===== config.mk =====
export PLATFORM = sky130hd
export DESIGN_NAME = zdsm_step
export DESIGN_NICKNAME = d
export VERILOG_FILES = /design/src/design/zdsm_pkg.sv /design/src/design/zdsm_step.sv
export SDC_FILE = /design/constraint.sdc
export NUM_CORES = 1
export LEC_CHECK = 0
export BUFFER_PORTS_ARGS = -buffer_cell sky130_fd_sc_hd__buf_2
export CORE_AREA = 2 2 195 197
export DETAILED_ROUTE_END_ITERATION = 10
export DIE_AREA = 0 0 197 199
export GPL_TIMING_DRIVEN = 0
export PLACE_DENSITY = 0.67
export REMOVE_ABC_BUFFERS = 1
export SLEW_MARGIN = 10
export SYNTH_ARGS = -nofsm -noshare
export SYNTH_HDL_FRONTEND = slang
export SYNTH_SLANG_ARGS = --single-unit
export TNS_END_PERCENT = 30

===== constraint.sdc =====
create_clock -name vclk -period 16.1
set_clock_uncertainty 0.2 [all_clocks]
set_input_delay 4.83 -clock vclk [all_inputs]
set_output_delay 4.83 -clock vclk [all_outputs]
set_load 0.02 [all_outputs]

===== src/design/zdsm_pkg.sv =====
// ----------------------------------------------------------------------------
// zdsm_pkg
// types and constants shared by the zone dwell state machine modules
// ----------------------------------------------------------------------------
package zdsm_pkg;

    // dwell phases
    localparam logic [1:0] PH_ABSENT   = 2'd0;
    localparam logic [1:0] PH_PEND_IN  = 2'd1;
    localparam logic [1:0] PH_IN       = 2'd2;
    localparam logic [1:0] PH_PEND_OUT = 2'd3;

    // event kinds
    localparam logic [1:0] EV_ENTERED   = 2'd0;
    localparam logic [1:0] EV_THRESHOLD = 2'd1;
    localparam logic [1:0] EV_UPDATE    = 2'd2;
    localparam logic [1:0] EV_EXITED    = 2'd3;

    // step unit operations
    localparam logic [1:0] OP_PASS  = 2'd0;
    localparam logic [1:0] OP_UPD   = 2'd1;
    localparam logic [1:0] OP_FEXIT = 2'd2;

    // configuration register indexes
    localparam logic [2:0] CFG_ZONES  = 3'd0;
    localparam logic [2:0] CFG_ENTER  = 3'd1;
    localparam logic [2:0] CFG_EXIT   = 3'd2;
    localparam logic [2:0] CFG_THRESH = 3'd3;
    localparam logic [2:0] CFG_PERIOD = 3'd4;

    // register reset values
    localparam logic [3:0]  RST_ZONES  = 4'd8;
    localparam logic [21:0] RST_ENTER  = 22'd1000;
    localparam logic [21:0] RST_EXIT   = 22'd1000;
    localparam logic [26:0] RST_THRESH = 27'd60000;
    localparam logic [26:0] RST_PERIOD = 27'd0;

    // stream widths
    localparam int IN_W  = 48;
    localparam int OUT_W = 112;

    typedef struct packed {
        logic [1:0]  phase;
        logic        memb;
        logic [31:0] first;
        logic [31:0] origin;
        logic [31:0] lastin;
        logic [31:0] left;
        logic [31:0] report;
        logic        thr;
    } t_entry;

    typedef struct packed {
        logic [3:0]  zones;
        logic [21:0] enter;
        logic [21:0] leave;
        logic [26:0] thresh;
        logic [26:0] period;
    } t_cfg;

    typedef struct packed {
        logic        vld;
        logic [1:0]  kind;
        logic [31:0] elapsed;
        logic        thr;
    } t_event;

    typedef struct packed {
        logic done;
        logic upd;
    } t_step_res;

endpackage


===== src/design/zdsm_step.sv =====
// ----------------------------------------------------------------------------
// zdsm_step
// one pass of the dwell phase machine over the entry held in the work register
// ----------------------------------------------------------------------------
module zdsm_step (
    input  logic [1:0]       i_op,
    input  zdsm_pkg::t_entry i_cur,
    input  logic [31:0]      i_now,
    input  logic             i_elig,
    input  zdsm_pkg::t_cfg   i_cfg,
    output zdsm_pkg::t_entry o_nxt,
    output zdsm_pkg::t_event o_evt,
    output zdsm_pkg::t_step_res o_res
);

    logic [31:0] d_first;
    logic [31:0] d_origin;
    logic [31:0] d_report;
    logic [31:0] d_left;
    logic [31:0] d_inside;
    logic [31:0] e_now;

    // wrapped differences, sign bit set means negative
    assign d_first  = i_now - i_cur.first;
    assign d_origin = i_now - i_cur.origin;
    assign d_report = i_now - i_cur.report;
    assign d_left   = i_now - i_cur.left;
    assign d_inside = i_cur.lastin - i_cur.origin;
    assign e_now    = d_origin[31] ? 32'd0 : d_origin;

    always_comb begin
        o_nxt = i_cur;
        o_evt = '0;
        o_res = '0;
        case (i_op)
            zdsm_pkg::OP_FEXIT: begin
                if (i_cur.phase == zdsm_pkg::PH_IN || i_cur.phase == zdsm_pkg::PH_PEND_OUT) begin
                    o_evt.vld     = 1'b1;
                    o_evt.kind    = zdsm_pkg::EV_EXITED;
                    o_evt.elapsed = (!d_inside[31] && d_inside != 32'd0) ? d_inside : e_now;
                    o_evt.thr     = i_cur.thr;
                end
                o_nxt     = '0;
                o_res.done = 1'b1;
            end
            zdsm_pkg::OP_UPD: begin
                if (i_cfg.period != 27'd0 && !d_report[31] && d_report >= 32'(i_cfg.period)) begin
                    o_nxt.report  = i_now;
                    o_evt.vld     = 1'b1;
                    o_evt.kind    = zdsm_pkg::EV_UPDATE;
                    o_evt.elapsed = e_now;
                    o_evt.thr     = i_cur.thr;
                end
                o_res.done = 1'b1;
            end
            default: begin
                case (i_cur.phase)
                    zdsm_pkg::PH_ABSENT: begin
                        if (i_cur.memb && i_elig) begin
                            o_nxt.phase = zdsm_pkg::PH_PEND_IN;
                        end else begin
                            o_res.done = 1'b1;
                        end
                    end
                    zdsm_pkg::PH_PEND_IN: begin
                        if (!i_cur.memb || !i_elig) begin
                            // the pass after this one cannot move on
                            o_nxt.phase = zdsm_pkg::PH_ABSENT;
                            o_res.done  = 1'b1;
                        end else if (!d_first[31] && d_first >= 32'(i_cfg.enter)) begin
                            o_nxt.phase   = zdsm_pkg::PH_IN;
                            o_nxt.origin  = i_cur.first;
                            o_nxt.report  = i_now;
                            o_nxt.thr     = 1'b0;
                            o_evt.vld     = 1'b1;
                            o_evt.kind    = zdsm_pkg::EV_ENTERED;
                            o_evt.elapsed = d_first;
                        end else begin
                            o_res.done = 1'b1;
                        end
                    end
                    zdsm_pkg::PH_IN: begin
                        if (!i_cur.memb) begin
                            o_nxt.phase = zdsm_pkg::PH_PEND_OUT;
                            o_nxt.left  = i_now;
                        end else begin
                            if (!i_cur.thr && i_cfg.thresh != 27'd0 &&
                                e_now >= 32'(i_cfg.thresh)) begin
                                o_nxt.thr     = 1'b1;
                                o_evt.vld     = 1'b1;
                                o_evt.kind    = zdsm_pkg::EV_THRESHOLD;
                                o_evt.elapsed = e_now;
                                o_evt.thr     = 1'b1;
                            end
                            o_res.upd = 1'b1;
                        end
                    end
                    default: begin
                        if (i_cur.memb) begin
                            o_nxt.phase = zdsm_pkg::PH_IN;
                        end else if (!d_left[31] && d_left >= 32'(i_cfg.leave)) begin
                            o_evt.vld     = 1'b1;
                            o_evt.kind    = zdsm_pkg::EV_EXITED;
                            o_evt.elapsed = d_inside[31] ? 32'd0 : d_inside;
                            o_evt.thr     = i_cur.thr;
                            o_nxt         = '0;
                            o_res.done    = 1'b1;
                        end else begin
                            o_res.done = 1'b1;
                        end
                    end
                endcase
            end
        endcase
    end

endmodule

After elaboration in Yosys (flattened, before gate mapping)
Index checks and enable logic that the tools add are counted.
{"block": "totals", "ff_bits": 0, "input_bits": 301, "out_inout_bits": 202, "wordCells": 87}
{"block": "classes", "addsub": 5, "order_cmp": 4, "n_eq_ne": 5, "mux": 48, "reduce_logical": 25}
{"operator": "131-bit one-hot mux with 2 select lines", "count": 1}
{"operator": "32-bit one-hot mux with 2 select lines", "count": 4}
{"operator": "36-bit 2-to-1 mux", "count": 6}
{"operator": "32-bit 2-to-1 mux", "count": 6}
{"operator": "164-bit 2-to-1 mux", "count": 1}
{"operator": "162-bit 2-to-1 mux", "count": 1}
{"operator": "32-bit subtractor", "count": 5}
{"operator": "35-bit one-hot mux with 3 select lines", "count": 1}
{"operator": "33-bit 2-to-1 mux", "count": 3}
{"operator": "36-bit one-hot mux with 2 select lines", "count": 1}
{"operator": "35-bit 2-to-1 mux", "count": 2}
{"operator": "32-bit by 22-bit >= comparator with 1-bit output", "count": 2}
{"operator": "31-bit 2-to-1 mux", "count": 2}
{"operator": "27-bit nonzero test", "count": 2}
{"operator": "32-bit by 27-bit >= comparator with 1-bit output", "count": 1}
{"operator": "32-bit nonzero test", "count": 1}
{"operator": "31-bit by 27-bit >= comparator with 1-bit output", "count": 1}
{"operator": "1-bit 2-to-1 mux", "count": 10}
{"operator": "2-bit 2-to-1 mux", "count": 5}
{"operator": "1-bit logical AND", "count": 8}
{"operator": "1-bit logical NOT", "count": 7}
{"operator": "2-bit equality test, second input constant", "count": 3}
{"operator": "1-bit one-hot mux with 3 select lines", "count": 2}
{"operator": "2-bit one-hot mux with 3 select lines", "count": 1}
{"operator": "other kinds (6)", "count": 11}

Logic depth before layout (Yosys ltp)
Gate-level depths: netlist (run 1).
{"block": "depth", "ltp_word": 8, "depth_mapped": 27, "depth_no_buf": 26}

Least setup slack after synthesis (run 1)
No wires, ideal clock.
{"block": "synth_timing", "path_kind": "input port to output port", "start": "input i_cur[101] (netlist bit)", "end": "output o_evt[11] (netlist bit)", "arrival_ps": 9666, "t_required_ps": 11070, "setup_slack_ps": 1404, "path_stages": 24, "n_path_buf": 3, "cell_sequence": "inv_1 -> ha_1 -> a21o_1 -> a211o_1 -> o211ai_1 -> a21oi_1 -> o211ai_1 -> and3_1 -> or2_2 -> clkbuf_1 -> clkbuf_1 -> nor2_1 -> ha_1 -> a21o_1 -> a21o_1 -> a21oi_1 -> o21a_1 -> nor2_1 -> a2111oi_0 -> o31ai_1 -> a221oi_1 -> clkbuf_1 -> a32oi_1 -> o211a_1"}
{"item": "from (decl)", "line": "zdsm_step.sv:7", "rtl": "input zdsm_pkg::t_entry i_cur,"}
{"item": "to (decl)", "line": "zdsm_step.sv:12", "rtl": "output zdsm_pkg::t_event o_evt,"}

==> impl_metrics.yaml, run 1 <==
run_status:
  status: "finished clean"
floorplanning:
  rows: 71
  initial_core_util_pct: 42.05
  ios: 503
  core_area_mm2: 0.03713
  die_y_um: 199
  die_area_mm2: 0.03920
  die_w_um: 197
timing:
  fin_crit_sh_pct: 99.18
  fin_setup_tns_ps: 0
  tightest_slew_ps: 1138
  hold_ws_ps: 9791
  setup_viol: 0
  slew_headroom_pct: 24.16
  drv_slew: 0
  hold_viol_final: 0
  rsz0062_at_grt: "no"
  fmax_mhz: 62.63
  min_period_ps: 15970
min_path:
  min_path_cells: 3
  hp-class: "in -> out"
  hold_end: "o_nxt[157]"
  hp-start: "i_cur[157]"
layout:
  area_growth_pct: 20.26
  nets: 3362
  n_clock_buffer: 0
  seqCellArea_um2: 0
  drive_gt1_share_pct: 21.26
  seq_cell_count: 0
  diodes: 0
  final_util_pct: 50.58
synth:
  synth_top_area_cell: "ha_1"
  synth_top_cells_by_area: "ha_1 20%, a21oi_1 7.0%, inv_1 6.6%"
  netlist_area_mm2: 0.01562
  yosys_warnings: 0
  yosys-top-cells-count: "274 x inv_1, 255 x ha_1, 219 x a21oi_1"
  seq_area_frac_synth_pct: 0
  syn_inst: 2384
  avgSynthCellArea_um2: 6.550
  netlist.area_leader.share_pct: 20.43
  yosysUniqueCellTypes: 98
  synth.most_common_cell: "inv_1"
placed_design:
  placement.io_buffers: 498
  place_hpwl_um: 63560
  gp_congestion: 0.9714
power:
  p_seq_share_pct: 0
  power.leakage_nw: 9.878
  netSwitchingFraction_pct: 62.95
  p_per_area_mw_per_mm2: 53.39
  p_comb_share_pct: 100.0
  internal-power_mw: 0.3715
  pwr-share-clk_pct: 0
  peakVddDrop_v: 0.00002733
  power_mw: 1.003
  switching_power_mw: 0.6311
grt:
  grt_overflow: 0
  grt_use_total_pct: 35.06
  grt_antenna_before_repair: 0
  grt_max_degree: 47
  grt_pass1_wl_um: 107100
  grt_pass1_vias: 18960
worst_setup_path:
  crit_fanout: 16
  path_class: "in -> out"
  worst_ep_arrival_time_ps: 10940
  cp.required_ps: 11070
  crit_start: "i_cur[107]"
  critPathLaunchType: "primary input"
  critPathCaptureType: "output pin"
drt:
  viasPerCell: 6.185
  drt_iter0_drc: 1466
  ant_nets: 0
  drc: 0
  drt_pass1_iterations: 7
  vias: 20240
  routed_wl_um: 73410
  wl_per_cell_um: 22.43
run:
  max_cap_viol_count: 0
clocking:
  hold_buffers: 0
worst max-delay path by stage:
stage                     end  slack (ps)  cells past startpoint
finish               o_evt[9]         130                     24
global route         o_evt[9]           7                     26
CTS                 o_evt[15]           1                     26
detailed placement  o_evt[15]        -800                     25
global placement    o_nxt[11]       -3750                     24
floorplan           o_nxt[10]         -60                     22
power by group through the flow:
| stage | Combinational, mW | Sequential (mW) | Clock [mW] |
|---|---|---|---|
| after floorplan | 0.639 | 0 | 0 |
| after global placement | 0.932 | 0 | 0 |
| after detailed placement | 0.957 | 0 | 0 |
| after CTS | 0.968 | 0 | 0 |
| after global routing | 1.09 | 0 | 0 |
| final | 1.00 | 0 | 0 |
timing repair:
item,CTS,global route
pin swaps,2,5
setup buffers,3,7
gates cloned,0,0
resized for setup,19,24
setup endpoints to repair,83,56
stage by stage:
step / setup slack (ps) / std cells / cell area, µm²
after floorplan: -58.90 / 2280 / 15160
after global placement: -3751 / 3252 / 18250
after detailed placement: -795.0 / 3263 / 18490
after CTS: 1.291 / 3266 / 18590
after global routing: 6.910 / 3273 / 18780
final: 132.3 / 3273 / 18780
critical path: stages:
cell and delay (ps):
buf_2 140, inv_1 120, ha_1 380, and2_1 200, and3_1 170, o211ai_1 80
buf_4 160, a21oi_2 310, o211ai_1 170, and3_1 290, or2_4 360, nor3b_1 510
ha_1 350, a21oi_1 150, nor4bb_1 340, a311oi_2 220, a2111oi_2 410, o31ai_1 190
a221oi_2 450, buf_4 290, nand2_2 180, a221oi_1 330, nor4_2 100, buf_2 180
layout by cell type, fill, tap and decap left out, drive strengths merged, types with 68 or more instances in the layout:
cell / count
nor2: 146
a22o: 70
inv: 275
o21ai: 167
a21oi: 220
buf: 519
ha: 255
nand2: 212
and2: 85
xnor2: 68
a21o: 83
per-layer routing:
metal | wire length [µm] | vias up | global-route usage (%) | share of wire [%]
li1 | - | 9618 | - | -
met1 | 29590 | 9488 | 43.15 | 40
met2 | 34570 | 986 | 62.56 | 47
met3 | 5523 | 150 | 3.086 | 7.5
met4 | 3723 | 0 | 14.62 | 5.1
met5 | 0 | - | 0 | 0
cells by family after synthesis:
family                     synth area share [%]
AOI/OAI and AO/OA                         37.08
xor gates and xnor gates                  6.955
adders and majority gates                 21.07
buffers and inverters                     9.527
muxes                                    0.5929
other                                   0.02401
and+or+nand+nor                           24.75
final cells by class:
| class | count | area [µm²] |
|---|---|---|
| fillers | 3869 | 18350 |
| inverters | 275 | 1032 |
| multi-input cells | 2005 | 14400 |
| well taps | 474 | 593.1 |
| repair buffers | 519 | 2756 |
Power figures use the tool's default switching activity.
==> run 2: changes to the inputs <==
--- a/config.mk
+++ b/config.mk
@@ -5,12 +5,12 @@
 export SDC_FILE = /design/constraint.sdc
 export NUM_CORES = 1
 export LEC_CHECK = 0
-export BUFFER_PORTS_ARGS = -buffer_cell sky130_fd_sc_hd__buf_2
 export CORE_AREA = 2 2 195 197
 export DETAILED_ROUTE_END_ITERATION = 10
 export DIE_AREA = 0 0 197 199
+export DONT_BUFFER_PORTS = 1
 export GPL_TIMING_DRIVEN = 0
-export PLACE_DENSITY = 0.67
+export PLACE_DENSITY = 0.56
 export REMOVE_ABC_BUFFERS = 1
 export SLEW_MARGIN = 10
 export SYNTH_ARGS = -nofsm -noshare
==> run 2 against run 1 <==
Against the previous run: total power down 11%; non-clock buffer count down 507; global-route usage down 1.0 points; wire length down 3.4%; first-iteration DRC count up 8.1%; core utilization down 6.8 points; setup slack better by 58 ps; sequential share of layout area unchanged; critical path type unchanged; largest cell class unchanged; highest routed layer is now met5.
==> impl_metrics.yaml, run 2 (synthesized netlist as in run 1, its figures left out) <==
floorplanning:
  die_y_um: 199
  core_area_mm2: 0.03713
  die_w_um: 197
  rows: 71
  ios: 503
  initial_core_util_pct: 42.05
  die_area_mm2: 0.03920
timing:
  tightest_slew_ps: 1205
  fin_crit_sh_pct: 98.82
  min_period_ps: 15910
  setup_viol: 0
  hold_viol_final: 0
  fmax_mhz: 62.85
  slew_headroom_pct: 19.54
  drv_slew: 0
  setup_ws_ps: 189.9
  rsz0062_at_grt: "no"
worst_setup_path:
  cp_slowest_cell: "a221oi_1"
  cp.required_ps: 11070
  path_class: "in -> out"
  worst_ep_arrival_time_ps: 10880
  cp_cell_sequence: "inv_1, ha_1, a21o_1, a211o_1, o211ai_1, a21oi_1, o211ai_1, a21oi_2, nor2_4, and2_1, ha_1, nor2b_1, o21ai_0, a31oi_1, o2111ai_1, a311oi_2, a2111oi_2, o31ai_1, a221oi_2, buf_4, nand2_1, a221oi_1, nor4b_4"
  setup.worst_path.end: "o_evt[7]"
  crit_start: "i_cur[101]"
  cp.depth: 23
  crit_fanout: 15
  critPathCaptureType: "output pin"
  cp_num_buf_inv: 2
  critPathTopFamily: "compound AO/OA/AOI/OAI gates"
  critPathLaunchType: "primary input"
  slowest_delay_ps: 450
layout:
  n_clock_buffer: 0
  final_util_pct: 43.80
  layout_commonest_cell: "inv_1"
  n_fill_cell: 4010
  drive_gt1_share_pct: 4.230
  stdcell_count: 2769
  nets: 2856
  area_growth_pct: 4.142
  seqCellArea_um2: 0
  final_cell_mix: "274 x inv_1, 254 x ha_1, 216 x a21oi_1, 211 x nand2_1, 141 x nor2_1"
  multi_input_area_mm2: 0.01448
  seq_cell_count: 0
power:
  power.leakage_nw: 7.731
  p_per_area_mw_per_mm2: 54.83
  peakVddDrop_v: 0.00003083
run_status:
  status: "finished clean"
drt:
  top_layer_used: "met5"
  drc: 0
  wl_per_cell_um: 25.62
  viasPerCell: 6.598
  m1WireLength_um: 29260
  ant_nets: 0
  wl_met2_um: 33560
  vias: 18270
  routed_wl_um: 70950
  drt_iter0_drc: 1585
  met3_length_um: 5259
  drt_pass1_iterations: 6
min_path:
  hp-class: "in -> out"
  min_path_cells: 1
placed_design:
  place_hpwl_um: 60740
  pre_cts_ws_ps: -735.1
  placed_cells: 2763
  placement.io_buffers: 0
  gp_congestion: 0.9736
grt:
  grt_max_degree: 48
  grt_antenna_before_repair: 2
  grt_pass1_wl_um: 102500
  grt_pass1_vias: 17320
  grt_use_total_pct: 34.01
  grt_overflow: 0
run:
  max_cap_viol_count: 0
clocking:
  hold_buffers: 0
run 2: cell count changes in the layout (fill, tap and decap cells not counted), moves of 3 or more:
cell and change:
buf_2 -498, a221oi_1 -6, a221oi_2 +6, buf_4 -6
buf_12 -3, nor4b_4 +3
run 2: metrics by stage:
step | power, mW | setup TNS [ps] | cell area (µm²) | hold slack [ps]
2_1_floorplan | 0.6392 | -1885 | 15160 | 9543
3_5_place_dp | 0.8457 | -69400 | 15940 | 9556
5_1_grt | 0.9704 | 0 | 16260 | 9558
3_3_place_gp | 0.8326 | -318750 | 15750 | 9556
6_report | 0.8917 | 0 | 16260 | 9557
4_1_cts | 0.8658 | -158.5 | 16110 | 9556
run 2: worst min path at each step:
| stage | slack, ps | end | startpoint |
|---|---|---|---|
| global placement | 9560 | o_res[0] | i_cur[162] |
| floorplan | 9540 | o_res[0] | i_cur[162] |
| global route | 9560 | o_res[0] | i_cur[162] |
| finish | 9560 | o_res[0] | i_cur[162] |
| CTS | 9560 | o_res[0] | i_cur[162] |
| detailed placement | 9560 | o_res[0] | i_cur[162] |
run 2: timing repair:
item / 4_1_cts / 5_1_grt
buffers inserted: 2 / 1
pin swaps: 2 / 5
hold endpoints to repair: 0 / 0
setup endpoints to repair: 162 / 118
gates resized for setup: 32 / 24
cloned: 0 / 1
run 2: routing by layer:
| layer | global-route usage [%] | up-vias |
|---|---|---|
| met5 | 0 | - |
| met3 | 4.595 | 127 |
| met4 | 12.00 | 2 |
| li1 | - | 8599 |
| met2 | 59.94 | 856 |
| met1 | 42.28 | 8687 |
run 2: where the power goes:
group,internal [mW],total (mW),switching [mW]
registers,0,0,0
clock network,0.0000000167,0.0000000167,0
logic,0.306,0.892,0.585
run 2: cell type report:
cell class	count	share of cell area, %
multi-input combinational	2006	89.05
inverter	275	6.347
tap	474	3.647
timing repair buffer	12	0.9232
antenna	2	0.03077
